$ cat config.mk
export PLATFORM = sky130hd
export DESIGN_NAME = track2_field_parser
export DESIGN_NICKNAME = d
export VERILOG_FILES = /design/src/hdl/t2fp_pkg.sv /design/src/hdl/t2fp_core.sv /design/src/hdl/t2fp_outq.sv /design/src/hdl/track2_field_parser.sv
export SDC_FILE = /design/constraint.sdc
export NUM_CORES = 1
export LEC_CHECK = 0
export ABC_AREA = 0
export BUFFER_PORTS_ARGS = -buffer_cell sky130_fd_sc_hd__buf_2
export CAP_MARGIN = 10
export CORE_ASPECT_RATIO = 0.7
export CORE_MARGIN = 5
export CORE_UTILIZATION = 50
export DETAILED_ROUTE_END_ITERATION = 16
export GPL_TIMING_DRIVEN = 1
export PLACE_DENSITY = 0.64
export SLEW_MARGIN = 30
export SYNTH_ARGS = -nofsm -noshare
export SYNTH_HDL_FRONTEND = slang
export SYNTH_SLANG_ARGS = --single-unit
$ cat constraint.sdc
create_clock -name clk_i -period 5.05 [get_ports clk_i]
set_input_delay 0.7575 -clock clk_i [delete_from_list [all_inputs] [get_ports clk_i]]
set_output_delay 0.7575 -clock clk_i [all_outputs]
set_load 0.05 [all_outputs]
$ cat src/hdl/t2fp_pkg.sv
// Package for the track 2 field parser: item types, phase codes and character constants.
package t2fp_pkg;

  // ASCII characters with a special meaning on track 2
  localparam logic [7:0] CH_END   = 8'h3F;  // '?'
  localparam logic [7:0] CH_COLON = 8'h3A;  // ':'
  localparam logic [7:0] CH_EQ    = 8'h3D;  // '='
  localparam logic [7:0] CH_D     = 8'h44;  // 'D'
  localparam logic [7:0] CH_GT    = 8'h3E;  // '>'
  localparam logic [7:0] CH_APOS  = 8'h27;  // apostrophe
  localparam logic [7:0] CH_ZERO  = 8'h30;  // '0'
  localparam logic [7:0] CH_NINE  = 8'h39;  // '9'

  // Field lengths
  localparam logic [4:0] ACCT_MAX = 5'd19;
  localparam logic [2:0] EXP_LEN  = 3'd4;
  localparam logic [2:0] SVC_LEN  = 3'd3;

  // Output queue depth and pointer widths
  localparam int QDEPTH = 4;
  localparam int QPTR_W = 2;
  localparam int QCNT_W = 3;

  typedef enum logic [1:0] {
    PH_ACCT  = 2'd0,
    PH_EXP   = 2'd1,
    PH_SVC   = 2'd2,
    PH_TRAIL = 2'd3
  } phase_e;

  typedef enum logic [1:0] {
    KIND_ACCT = 2'd0,
    KIND_EXP  = 2'd1,
    KIND_SVC  = 2'd2,
    KIND_STAT = 2'd3
  } kind_e;

  typedef enum logic [1:0] {
    ST_OK        = 2'd0,
    ST_BAD_CHAR  = 2'd1,
    ST_ACCT_LONG = 2'd2,
    ST_SHORT     = 2'd3
  } status_e;

  // One result word
  typedef struct packed {
    kind_e      kind;
    logic [7:0] value;
    status_e    status;
    logic [4:0] acct_len;
    logic       last;
  } item_t;

  // Results of one input word, character item first
  typedef struct packed {
    logic  char_vld;
    item_t char_item;
    logic  stat_vld;
    item_t stat_item;
  } push_t;

endpackage

$ cat src/hdl/t2fp_core.sv
// Parse state of one track and the results of one input word.
module t2fp_core import t2fp_pkg::*; #(
  parameter int MaxTrackChars = 37
) (
  input  logic       clk_i,
  input  logic       rst_ni,
  input  logic       fire_i,
  input  logic [7:0] symbol_i,
  input  logic       final_char_i,
  output push_t      push_o
);

  localparam int CntW = $clog2(MaxTrackChars + 1);

  logic [CntW-1:0] char_count_q, char_count_d;
  logic            first_seen_q, first_seen_d;
  logic            ended_q, ended_d;
  phase_e          phase_q, phase_d;
  logic [2:0]      phase_count_q, phase_count_d;
  logic            bad_char_q, bad_char_d;
  logic            overflow_q, overflow_d;
  logic [4:0]      acct_len_q, acct_len_d;

  logic [7:0] sym;
  logic       keep;
  logic [2:0] pc_inc;
  push_t      push;

  // Map, filter and route one character; build the status word on the last one
  always_comb begin
    char_count_d  = char_count_q;
    first_seen_d  = first_seen_q;
    ended_d       = ended_q;
    phase_d       = phase_q;
    phase_count_d = phase_count_q;
    bad_char_d    = bad_char_q;
    overflow_d    = overflow_q;
    acct_len_d    = acct_len_q;
    sym           = symbol_i;
    keep          = 1'b0;
    pc_inc        = phase_count_q + 3'd1;
    push          = '0;

    if (!ended_q) begin
      if (symbol_i == CH_END) begin
        ended_d      = 1'b1;
        first_seen_d = 1'b1;
      end else begin
        if (symbol_i == CH_APOS || symbol_i == CH_GT) begin
          sym = CH_EQ;
        end
        if (!first_seen_q) begin
          first_seen_d = 1'b1;
          keep         = (sym != CH_COLON);
        end else begin
          keep = 1'b1;
        end
        if (keep && char_count_q >= CntW'(MaxTrackChars)) begin
          ended_d = 1'b1;
          keep    = 1'b0;
        end
      end
    end

    if (keep) begin
      char_count_d = char_count_q + CntW'(1);
      if (!((sym >= CH_ZERO && sym <= CH_NINE) || sym == CH_EQ)) begin
        bad_char_d = 1'b1;
      end
      unique case (phase_q)
        PH_ACCT: begin
          if (sym == CH_EQ || sym == CH_D) begin
            phase_d       = PH_EXP;
            phase_count_d = 3'd0;
          end else if (acct_len_q < ACCT_MAX) begin
            push.char_vld        = 1'b1;
            push.char_item.kind  = KIND_ACCT;
            push.char_item.value = sym;
            acct_len_d           = acct_len_q + 5'd1;
          end else begin
            overflow_d = 1'b1;
          end
        end
        PH_EXP: begin
          push.char_vld        = 1'b1;
          push.char_item.kind  = KIND_EXP;
          push.char_item.value = sym;
          phase_count_d        = pc_inc;
          if (pc_inc >= EXP_LEN) begin
            phase_d       = PH_SVC;
            phase_count_d = 3'd0;
          end
        end
        PH_SVC: begin
          push.char_vld        = 1'b1;
          push.char_item.kind  = KIND_SVC;
          push.char_item.value = sym;
          phase_count_d        = pc_inc;
          if (pc_inc >= SVC_LEN) begin
            phase_d       = PH_TRAIL;
            phase_count_d = 3'd0;
          end
        end
        PH_TRAIL: begin
          // checked above, not emitted
        end
        default: begin
        end
      endcase
    end

    if (final_char_i) begin
      push.stat_vld           = 1'b1;
      push.stat_item.kind     = KIND_STAT;
      push.stat_item.acct_len = acct_len_d;
      push.stat_item.last     = 1'b1;
      priority if (bad_char_d) begin
        push.stat_item.status = ST_BAD_CHAR;
      end else if (overflow_d) begin
        push.stat_item.status = ST_ACCT_LONG;
      end else if (phase_d != PH_TRAIL) begin
        push.stat_item.status = ST_SHORT;
      end else begin
        push.stat_item.status = ST_OK;
      end
      // start the next track from scratch
      char_count_d  = '0;
      first_seen_d  = 1'b0;
      ended_d       = 1'b0;
      phase_d       = PH_ACCT;
      phase_count_d = 3'd0;
      bad_char_d    = 1'b0;
      overflow_d    = 1'b0;
      acct_len_d    = 5'd0;
    end
  end

  // Gate the results with the consume strobe
  always_comb begin
    push_o          = push;
    push_o.char_vld = push.char_vld & fire_i;
    push_o.stat_vld = push.stat_vld & fire_i;
  end

  // Advance the track state on each consumed word
  always_ff @(posedge clk_i or negedge rst_ni) begin
    if (!rst_ni) begin
      char_count_q  <= '0;
      first_seen_q  <= 1'b0;
      ended_q       <= 1'b0;
      phase_q       <= PH_ACCT;
      phase_count_q <= 3'd0;
      bad_char_q    <= 1'b0;
      overflow_q    <= 1'b0;
      acct_len_q    <= 5'd0;
    end else if (fire_i) begin
      char_count_q  <= char_count_d;
      first_seen_q  <= first_seen_d;
      ended_q       <= ended_d;
      phase_q       <= phase_d;
      phase_count_q <= phase_count_d;
      bad_char_q    <= bad_char_d;
      overflow_q    <= overflow_d;
      acct_len_q    <= acct_len_d;
    end
  end

  // The account length never passes the field maximum
  a_acct_len_max : assert property (@(posedge clk_i) disable iff (!rst_ni)
    acct_len_q <= ACCT_MAX)
    else $error("account length above maximum");

  // A status word comes exactly with a consumed last character
  a_stat_on_final : assert property (@(posedge clk_i) disable iff (!rst_ni)
    push_o.stat_vld == (fire_i && final_char_i))
    else $error("status word without last character");

  // The last character returns the parser to a fresh track
  a_reset_after_final : assert property (@(posedge clk_i) disable iff (!rst_ni)
    (fire_i && final_char_i) |=> (phase_q == PH_ACCT && char_count_q == '0
                                  && !first_seen_q && !ended_q))
    else $error("state not cleared after last character");

endmodule

$ cat src/hdl/t2fp_outq.sv
// Four-entry result queue that takes up to two words a cycle and gives one unless the output stalls.
module t2fp_outq import t2fp_pkg::*; (
  input  logic  clk_i,
  input  logic  rst_ni,
  input  push_t push_i,
  output logic  space_o,
  output logic  out_valid_o,
  input  logic  out_stall_i,
  output item_t head_o
);

  item_t             ent_q [QDEPTH];
  logic [QPTR_W-1:0] wr_q, wr_d, rd_q, rd_d;
  logic [QCNT_W-1:0] cnt_q, cnt_d;
  logic [QPTR_W-1:0] stat_idx;
  logic              pop;
  logic [QCNT_W-1:0] n_push;

  assign out_valid_o = (cnt_q != '0);
  assign pop         = out_valid_o && !out_stall_i;
  assign head_o      = ent_q[rd_q];
  // room for two words regardless of a pop this cycle
  assign space_o     = (cnt_q <= QCNT_W'(QDEPTH - 2));

  assign n_push   = QCNT_W'(push_i.char_vld) + QCNT_W'(push_i.stat_vld);
  assign stat_idx = wr_q + QPTR_W'(push_i.char_vld);
  assign wr_d     = wr_q + QPTR_W'(n_push);
  assign rd_d     = rd_q + QPTR_W'(pop);
  assign cnt_d    = cnt_q + n_push - QCNT_W'(pop);

  // Write the entries
  always_ff @(posedge clk_i) begin
    if (push_i.char_vld) begin
      ent_q[wr_q] <= push_i.char_item;
    end
    if (push_i.stat_vld) begin
      ent_q[stat_idx] <= push_i.stat_item;
    end
  end

  // Advance pointers and fill count
  always_ff @(posedge clk_i or negedge rst_ni) begin
    if (!rst_ni) begin
      wr_q  <= '0;
      rd_q  <= '0;
      cnt_q <= '0;
    end else begin
      wr_q  <= wr_d;
      rd_q  <= rd_d;
      cnt_q <= cnt_d;
    end
  end

  // Never push more than the free entries
  a_no_overflow : assert property (@(posedge clk_i) disable iff (!rst_ni)
    (cnt_q + n_push) <= QCNT_W'(QDEPTH) + QCNT_W'(pop))
    else $error("result queue overflow");

endmodule

$ cat src/hdl/track2_field_parser.sv
// Top level of the track 2 field parser: input register, parser and result queue.
// An accepted word is held in the input register, then parsed into the result queue.
// Throughput: one input word per cycle unless the input stalls; a last character that also
// emits a character gives two results, which the four-entry result queue takes at once and
// gives out one per cycle unless the output stalls.
// Input stalls only when a word is held and the result queue has fewer than two free entries.
// Reset (rst_ni low, asynchronous) clears the track state, the queue and the input valid flag.
module track2_field_parser import t2fp_pkg::*; #(
  parameter int MAX_TRACK_CHARS = 37
) (
  input  logic       clk_i,
  input  logic       rst_ni,
  input  logic       in_valid_i,
  output logic       in_stall_o,
  input  logic [7:0] symbol_i,
  input  logic       final_char_i,
  output logic       out_valid_o,
  input  logic       out_stall_i,
  output logic [1:0] kind_o,
  output logic [7:0] value_o,
  output logic [1:0] status_o,
  output logic [4:0] account_length_o,
  output logic       last_result_o
);

  logic       in_vld_q;
  logic [7:0] sym_q;
  logic       fin_q;
  logic       space;
  logic       fire;
  push_t      push;
  item_t      head;

  assign fire       = in_vld_q && space;
  assign in_stall_o = in_vld_q && !space;

  // Hold the input word until the parser consumes it
  always_ff @(posedge clk_i or negedge rst_ni) begin
    if (!rst_ni) begin
      in_vld_q <= 1'b0;
    end else if (!in_stall_o) begin
      in_vld_q <= in_valid_i;
    end
  end

  always_ff @(posedge clk_i) begin
    if (in_valid_i && !in_stall_o) begin
      sym_q <= symbol_i;
      fin_q <= final_char_i;
    end
  end

  t2fp_core #(
    .MaxTrackChars(MAX_TRACK_CHARS)
  ) u_core (
    .clk_i       (clk_i),
    .rst_ni      (rst_ni),
    .fire_i      (fire),
    .symbol_i    (sym_q),
    .final_char_i(fin_q),
    .push_o      (push)
  );

  t2fp_outq u_outq (
    .clk_i      (clk_i),
    .rst_ni     (rst_ni),
    .push_i     (push),
    .space_o    (space),
    .out_valid_o(out_valid_o),
    .out_stall_i(out_stall_i),
    .head_o     (head)
  );

  assign kind_o           = head.kind;
  assign value_o          = head.value;
  assign status_o         = head.status;
  assign account_length_o = head.acct_len;
  assign last_result_o    = head.last;

  // A stall is only raised for a waiting word
  a_stall_needs_word : assert property (@(posedge clk_i) disable iff (!rst_ni)
    in_stall_o |-> in_vld_q)
    else $error("input stalled with no word held");

endmodule

[After elaboration in Yosys (flattened, before gate mapping)]
Memory sizes are Yosys's and may differ from the RTL's.
Index checks and enable logic that the tools add are counted.
Operators by class
  reduce and logical (&&, ||, !) cells: 19
  $add $sub $neg: 9
  bitwise operators: 2
  equal/unequal tests: 11
  mux-type cells: 57
  magnitude comparators: 7
Operator list (number)
  $mux 8: 6
  $mux 11: 3
  $pmux 11 s3: 1
  $eq 8x6->1 const B: 4
  $mux 5: 5
  $mux 1: 24
  $mux 3: 6
  $mux 2: 8
  $mux 6: 2
  $pmux 3 s3: 1
  $eq 8x7->1 const B: 1
  $ge 8x6->1 const B: 1
  $le 8x6->1 const B: 1
  $ne 8x6->1 const B: 1
  $add 6x1->6 const B: 1
  $ge 6x6->1 const B: 1
  $logic_and 1x1->1: 6
  $pmux 2 s3: 1
  $add 5x1->5 const B: 1
  $lt 5x5->1 const B: 1
  $add 2x1->2: 2
  $ne 2x2->1 const B: 2
  $reduce_and 2->1: 2
  $reduce_and 4->1: 1
  18 further kinds: 23
Word-level totals
  memories kept: 1
  bits in registers: 37
  memory bits (writable): 72
  bits of input ports: 13
  output and inout bits: 20
Memories
  u_outq.ent_q: depth 4, width 18, read ports 1, clocked after memory_dff 0, wr ports 2, line t2fp_outq.sv:12  | item_t ent_q [QDEPTH];

[Longest topological paths before layout]
Gate-level depths: netlist (run 1).
  depth after elaboration: 19
  depth in mapped cells: 14
  depth with buffers taken out: 14

[By module]
Synthesis (run 1) repeated with hierarchy kept, for this count alone.
Second synthesis, totals
  cells, all modules: 449
  area total of the unflattened synthesis: 6195.9 um^2
By module, submodules not included
  t2fp_outq: instances 1, cells an instance 215, area each 3961.3 um^2
  t2fp_core: instances 1, cells an instance 219, area each 1900.6 um^2
  track2_field_parser: instances 1, cells an instance 15, area each 334.1 um^2

[Worst setup path after synthesis (run 1)]
Ideal clock, no wire load.
  kind: register -> register
  start point: register u_core.char_count_q[1]
  end point: register u_outq.cnt_q[2]
  setup slack: 2.099 ns
  setup time: 0.123 ns
  stages on the path, launching flop included: 13
  path buffers: 0
  required time: 4.927 ns
  clock period less this slack: 2.951 ns
  arrival: 2.829 ns
  path through: dfrtp_1 inv_1 ha_1 nand2b_1 a311oi_2 and2_1 nand3_1 nor2_2 nand2_1 ha_1 fa_1 xor2_1 xnor2_1
Between the ends
  cells in the longest elaborated chain, start to end: 10
RTL lines
  from (decl): line t2fp_core.sv:15  | logic [CntW-1:0] char_count_q, char_count_d;
  from (signal assigned): line t2fp_core.sv:157  | char_count_q <= char_count_d;
  $ge 6x6->1: line t2fp_core.sv:58  | if (keep && char_count_q >= CntW'(MaxTrackChars)) begin
  $logic_and 1x1->1: line t2fp_core.sv:58
  $mux 1: line t2fp_core.sv:58
  $mux 1: line t2fp_core.sv:45  | if (symbol_i == CH_END) begin
  $mux 1: line t2fp_core.sv:44  | if (!ended_q) begin
  $mux 11: line t2fp_core.sv:65  | if (keep) begin
  $and 1x1->1: line t2fp_core.sv:141  | push_o.char_vld = push.char_vld & fire_i;
  $add 1x1->2: line t2fp_outq.sv:25  | assign n_push = QCNT_W'(push_i.char_vld) + QCNT_W'(push_i.stat_vld);
  $add 3x3->3: line t2fp_outq.sv:29  | assign cnt_d = cnt_q + n_push - QCNT_W'(pop);
  $sub 3x1->3: line t2fp_outq.sv:29
  named net u_outq.cnt_d[2]: line t2fp_outq.sv:14  | logic [QCNT_W-1:0] cnt_q, cnt_d;
  to (signal assigned): line t2fp_outq.sv:50  | cnt_q <= cnt_d;
  to (decl): line t2fp_outq.sv:14
The timed path passes the listed nets, and every way through them passes these cells.
A chain may end at the register's enable or synchronous reset.

[Worst setup path after layout (run 1)]
Same ends and word-level chain as after synthesis.

==> results.sh, run 1 <==
export IMPL_grt_pass1_wl_um=19900
export IMPL_synth_nets=517
export IMPL_dr_pass1_iters=4
export IMPL_place_gp_congestion=0.892
export IMPL_vias_per_cell=5.74
export IMPL_fmax_mhz=273
export IMPL_layout_setup_ws_ns=1.39
export IMPL_cts_buffers=9
export IMPL_post_cts_buffers=0
export IMPL_post_route_drc_count=0
export IMPL_grt_max_degree=29
export IMPL_ios=33
export IMPL_clk_path_buf_depth=2
export IMPL_end_kind="flop"
export IMPL_cts_root_buf="clkbuf_16"
export IMPL_fin_crit_ns=3.66
export IMPL_worstRegToRegCells=13
export IMPL_tightest_slew_ns=0.826
export IMPL_r2r_start="u_core.char_count_q[1]"
export IMPL_cts_tree="yes"
export IMPL_num_rows=32
export IMPL_start_kind="flop"
export IMPL_nets=538
export IMPL_hp_class="input pin to asynchronous set/reset pin"
export IMPL_yosysWarnings=0
export IMPL_yosys_cell_types_count=66
export IMPL_wl_per_cell_um=17.7
export IMPL_start_util=0.504
export IMPL_io_buffers=32
export IMPL_area_growth_pct=9.95
export IMPL_clkSinkCount=109
export IMPL_dieArea_um2=13200
export IMPL_grt_pass1_vias=3738
export IMPL_fin_crit_sh=0.725
export IMPL_grt_antenna_before_repair=0
export IMPL_p_per_area_nw_per_um2=650
export IMPL_slew_headroom=0.448
export IMPL_insertedDiodeCount=0
export IMPL_synth_seq_cells=109
export IMPL_synth_seq_area_share=0.514
export IMPL_die_h_um=97.5
export IMPL_wirelength_um=11800
export IMPL_synth_top_area_frac=0.269
export IMPL_die_w_um=135
export IMPL_ir_drop_mv=0.431
export IMPL_grt_usage=0.193
export IMPL_worst_clock_skew_ns=0.00715
export IMPL_synth_edff_count=49
export IMPL_setup_tns_ns=0
export IMPL_layout_drive_gt1_share=0.175
export IMPL_reg2reg_slack_ns=1.39
export IMPL_place_hpwl_um=8330
export IMPL_ctsResizeCount=0
export IMPL_critPathKind="flop to flop"
export IMPL_overflow=0
export IMPL_syn_inst=487
export IMPL_drt_iter0_drc=362
export IMPL_synth_area_leader_cell="edfxtp_1"
export IMPL_slew_violations=0
export IMPL_status="finished clean"
export IMPL_setup_viol=0
export IMPL_vias=3826
export IMPL_dp_slack_ns=1.41
export IMPL_path_clk_slew_ns=0.07
export IMPL_arrival_ns=3.89
export IMPL_async_flop_share=0.257
export IMPL_ys_dominant_reg_cell="edfxtp_1"
export IMPL_antenna_left=0
export IMPL_crit_fanout=11
export IMPL_cts_hold_buf=0
export IMPL_leakagePower_nw=2.43
export IMPL_required_ns=5.28
export IMPL_netlist_area_um2=5470
export IMPL_cap_violations=0
export IMPL_rsz0062_at_grt="no"
export IMPL_coreArea_um2=10900
export IMPL_rr_endpoint="u_outq.cnt_q[2]"
export IMPL_clkLatencyLatePin_ns=0.35
export IMPL_netlist_top_cells_area="edfxtp_1 (27%), dfrtp_1 (13%), dfxtp_1 (12%)"
export IMPL_syn_avg_cell_area_um2=11.2
export IMPL_hold_violations=0
export IMPL_htree_num_levels=3
[worst max-delay path by stage]
stage                            from                  to  slack (ns)  depth (start not counted)
6_report       u_core.char_count_q[1]     u_outq.cnt_q[2]        1.39                         13
3_3_place_gp   u_core.char_count_q[1]  u_outq.ent_q[2][7]        1.60                          8
4_1_cts        u_core.char_count_q[1]     u_outq.cnt_q[2]        1.40                         13
2_1_floorplan  u_core.char_count_q[1]     u_outq.cnt_q[2]        2.10                         12
3_5_place_dp   u_core.char_count_q[1]     u_outq.cnt_q[2]        1.41                         13
5_1_grt        u_core.char_count_q[1]     u_outq.cnt_q[2]        1.04                         13
[power breakdown]
| group | internal (W) | total (W) | switching (W) | leakage (nW) |
|---|---|---|---|---|
| Sequential | 0.00126 | 0.00148 | 0.000220 | 1.08 |
| Combinational | 0.000586 | 0.00170 | 0.00111 | 1.21 |
| Clock | 0.000392 | 0.000727 | 0.000335 | 0.142 |
| Total | 0.00224 | 0.00391 | 0.00167 | 2.43 |
[layer usage]
| metal | vias up | routed length, um | global-route usage |
|---|---|---|---|
| met4 | 0 | 147 | 0.0558 |
| li1 | 1821 | - | - |
| met3 | 15 | 578 | 0.0352 |
| met1 | 1894 | 5670 | 0.283 |
| met5 | - | 0 | 0 |
| met2 | 96 | 5400 | 0.294 |
[critical path, cell delays in order, from the launching register on]
cell and delay [ns]:
dfrtp_1 0.39, inv_1 0.10, ha_1 0.18, nand2b_1 0.16, a311oi_2 0.39, and2_1 0.47
nand3_1 0.30, or2_2 0.39, o21ai_0 0.27, ha_1 0.20, inv_1 0.05, fa_1 0.37
xor2_1 0.16, xnor2_1 0.13
[flip-flops by register name, summed over array words and instances (netlist names)]
register and flops:
fin_q 1, in_vld_q 1, sym_q 8, u_core.acct_len_q 5
u_core.bad_char_q 1, u_core.char_count_q 6, u_core.ended_q 1, u_core.first_seen_q 1
u_core.overflow_q 1, u_core.phase_count_q 3, u_core.phase_q 2, u_outq.cnt_q 3
u_outq.ent_q 72, u_outq.rd_q 2, u_outq.wr_q 2
[synth_stat cells (4+ instances only)]
cell type  instances
clkbuf_1          11
o21ai_0           22
dfxtp_1           32
mux2_2             4
or3_1              7
and2_1             5
nand2b_1           5
buf_2              7
dfrtp_1           28
nor2_1            70
nand2_1           39
buf_6              4
nand3_1            8
inv_1             16
edfxtp_1          49
nand4_1            5
a21oi_1           26
mux2i_1           25
nor3_1             6
nor3b_1            4
xor2_1             4
mux4_2            18
o31ai_1            4
xnor2_1            4
ha_1              16
[kinds of logic (layout without fill, tap and decap cells)]
family | after synthesis | after routing | synth area share
compound gates | 81 | 81 | 0.0949
xor+xnor | 8 | 8 | 0.0128
fa+ha+maj | 17 | 17 | 0.0403
buf+inv | 45 | 71 | 0.0400
flops | 109 | 109 | 0.514
mux | 51 | 51 | 0.138
simple gates | 176 | 176 | 0.159
[layout by cell type (no fill, tap or decap), types with 3 or more instances in the layout]
master	synthesis	routed
o21ai_0	22	22
nand2b_1	5	5
nand3_1	8	8
nand4_1	5	5
and2_1	5	5
o22ai_1	3	3
o21ai_1	3	3
xor2_1	4	4
a21oi_1	26	26
mux2_4	3	3
nand3b_1	3	3
buf_2	7	32
clkbuf_16	0	9
mux2_2	4	4
nor2b_1	3	3
nor2_1	70	70
mux2i_1	25	25
nand2_1	39	39
dfxtp_1	32	32
edfxtp_1	49	49
buf_4	3	3
ha_1	16	16
nor3_1	6	6
dfrtp_1	28	27
and3_1	3	3
o2111ai_1	3	3
mux4_2	18	18
clkinv_1	3	3
or3_1	7	7
nor3b_1	4	4
o31ai_1	4	4
xnor2_1	4	4
inv_1	16	16
[final cells by class]
type	instances	area, um2
repair buffers	35	183
flip-flops and latches	109	2810
clock inverters	7	81.3
well taps	153	191
inverters	20	75.1
multi-input cells	333	2440
clock buffers	9	225
fillers	969	4840
[metrics by stage]
stage / instance area, um2 / cells / utilization / total power (W) / hold WS [ns]
finish: 6010 / 666 / 0.554 / 0.00391 / 0.442
floorplan: 5470 / 487 / - / 0.00282 / 0.429
global placement: 5710 / 650 / 0.526 / 0.00317 / 0.440
detailed placement: 5710 / 650 / 0.526 / 0.00321 / 0.446
CTS: 6010 / 666 / 0.554 / 0.00394 / 0.456
global route: 6010 / 666 / 0.554 / 0.00416 / 0.484
(Power assumes the default switching activity.)
==> run 2: changes to the inputs <==
==> constraint.sdc (replaced) <==
create_clock -name clk_i -period 3.7 [get_ports clk_i]
set_input_delay 0.555 -clock clk_i [delete_from_list [all_inputs] [get_ports clk_i]]
set_output_delay 0.555 -clock clk_i [all_outputs]
set_load 0.05 [all_outputs]
==> run 2 against run 1 <==
  * Sequential power rose by 37%
  * Non-clock buffer count rose by 7
  * Setup slack got worse by 1.1 ns
  * Sequential share of layout area fell by 0.41 points
  * Maximum frequency rose by 7.3%
  * Final cell count rose by 1.1%
  * Hold slack got worse by 0.19 ns
  * Critical path depth did not move
  * First-iteration DRC count fell by 35%
  * Critical path type unchanged
  * Core utilization rose by 0.50 points
==> results.sh, run 2 (same netlist as run 1, synthesis figures left out) <==
export IMPL_status="finished clean"
export IMPL_wl_per_cell_um=17.7
export IMPL_fin_crit_sh=0.922
export IMPL_wirelength_um=11900
export IMPL_critPathKind="flop to flop"
export IMPL_grt_pass1_wl_um=19700
export IMPL_grt_pass1_vias=3766
export IMPL_hold_violations=0
export IMPL_grt_antenna_before_repair=0
export IMPL_layout_commonest_cell="nor2_1"
export IMPL_power_frac_comb=0.437
export IMPL_layout_drive_gt1_share=0.187
export IMPL_area_growth_pct=10.9
export IMPL_hp_class="input pin to asynchronous set/reset pin"
export IMPL_io_buffers=32
export IMPL_pwr_share_seq=0.379
export IMPL_p_per_area_nw_per_um2=886
export IMPL_dieArea_um2=13200
export IMPL_crit_fanout=7
export IMPL_switching_share=0.425
export IMPL_insertedDiodeCount=0
export IMPL_place_hpwl_um=8450
export IMPL_required_ns=3.94
export IMPL_fin_crit_ns=3.41
export IMPL_switchingPower_w=0.00228
export IMPL_clkPwrFrac=0.185
export IMPL_ir_drop_mv=0.454
export IMPL_top_regs="u_outq.ent_q (72), sym_q (8), u_core.char_count_q (6)"
export IMPL_power_w=0.00537
export IMPL_worst_clock_skew_ns=0.00580
export IMPL_ctsResizeCount=0
export IMPL_nets=545
export IMPL_cts_buffers=9
export IMPL_arrival_ns=3.65
export IMPL_dr_pass1_iters=5
export IMPL_die_w_um=135
export IMPL_end_kind="flop"
export IMPL_slew_violations=0
export IMPL_rr_endpoint="u_outq.cnt_q[2]"
export IMPL_rsz0062_at_grt="no"
export IMPL_grt_usage=0.190
export IMPL_tightest_slew_ns=0.771
export IMPL_cap_violations=0
export IMPL_cts_tree="yes"
export IMPL_r2r_start="u_core.char_count_q[1]"
export IMPL_post_route_drc_count=0
export IMPL_start_kind="flop"
export IMPL_vias_per_cell=5.69
export IMPL_slew_headroom=0.485
export IMPL_worstRegToRegCells=13
export IMPL_setup_viol=0
export IMPL_mostFrequentLayoutCells="nor2_1 (70), edfxtp_1 (49), nand2_1 (39)"
export IMPL_die_h_um=97.5
export IMPL_overflow=0
export IMPL_cts_hold_buf=0
export IMPL_setup_tns_ns=0
export IMPL_start_util=0.504
export IMPL_place_gp_congestion=0.882
export IMPL_clkLatencyLatePin_ns=0.35
export IMPL_largest_register_ffs=72
export IMPL_htree_num_levels=3
export IMPL_cts_root_buf="clkbuf_16"
export IMPL_path_clk_slew_ns=0.07
export IMPL_fmax_mhz=293
export IMPL_post_cts_buffers=0
export IMPL_reg2reg_slack_ns=0.29
export IMPL_internal_power_w=0.00309
export IMPL_num_rows=32
export IMPL_vias=3830
export IMPL_ios=33
export IMPL_grt_max_degree=29
export IMPL_leakagePower_nw=2.47
export IMPL_antenna_left=0
export IMPL_coreArea_um2=10900
export IMPL_clk_path_buf_depth=2
export IMPL_top_register="u_outq.ent_q"
export IMPL_drt_iter0_drc=235
export IMPL_clkSinkCount=109
[run 2: changes by cell type in the layout (fill, tap and decap cells not counted)]
cell,before,now
clkinvlp_4,2,1
buf_4,3,10
inv_6,1,0
clkinv_4,0,2
[run 2: through the flow]
stage	worst slack, ns	hold WS, ns	area [um2]	instances	util
6_report	0.289	0.252	6070	673	0.559
3_5_place_dp	0.341	0.451	5760	657	0.531
2_1_floorplan	0.749	0.259	5470	487	-
4_1_cts	0.315	0.261	6070	673	0.559
3_3_place_gp	0.476	0.440	5760	657	0.531
5_1_grt	0.112	0.293	6070	673	0.559
[run 2: area by class of cell]
class                           instances  area [um2]
Inverter                               20        75.1
Timing Repair Buffer                   42         235
Clock buffer                            9         225
Tap cell                              153         191
Clock inverter                          7        82.6
Multi-Input combinational cell        333        2440
Fill cell                             954        4780
Sequential cell                       109        2810
[run 2: worst max-delay path, cell delays in order, from the launching register on]
cell	delay (ns)
dfrtp_1	0.40
inv_1	0.09
ha_1	0.18
nand2b_1	0.17
a311oi_2	0.45
and2_1	0.22
nand3_1	0.22
or2_2	0.37
o21ai_0	0.28
ha_1	0.21
inv_1	0.05
fa_1	0.37
xor2_1	0.16
xnor2_1	0.13
[run 2: worst max-delay path by stage]
| stage | cells past startpoint | start | slack (ns) | endpoint |
|---|---|---|---|---|
| CTS | 13 | u_core.char_count_q[1] | 0.32 | u_outq.cnt_q[2] |
| global route | 13 | u_core.char_count_q[1] | 0.11 | u_outq.cnt_q[2] |
| floorplan | 12 | u_core.char_count_q[1] | 0.75 | u_outq.cnt_q[2] |
| finish | 13 | u_core.char_count_q[1] | 0.29 | u_outq.cnt_q[2] |
| global placement | 13 | u_core.char_count_q[1] | 0.48 | u_outq.cnt_q[2] |
| detailed placement | 13 | u_core.char_count_q[1] | 0.34 | u_outq.cnt_q[2] |
[run 2: power by group through the flow]
stage / combinational (W) / sequential, W / clock, W
floorplan: 0.00197 / 0.00187 / 0
global placement: 0.00232 / 0.00204 / 0
detailed placement: 0.00237 / 0.00206 / 0
CTS: 0.00237 / 0.00204 / 0.00102
global route: 0.00253 / 0.00210 / 0.00107
finish: 0.00235 / 0.00203 / 0.000992
[run 2: routing by layer]
| metal | global-route usage | vias to the layer above | part of all wire |
|---|---|---|---|
| li1 | - | 1828 | - |
| met3 | 0.0461 | 10 | 0.058 |
| met4 | 0.0426 | 0 | 0.0089 |
| met1 | 0.272 | 1883 | 0.47 |
| met5 | 0 | - | 0 |
| met2 | 0.295 | 109 | 0.47 |
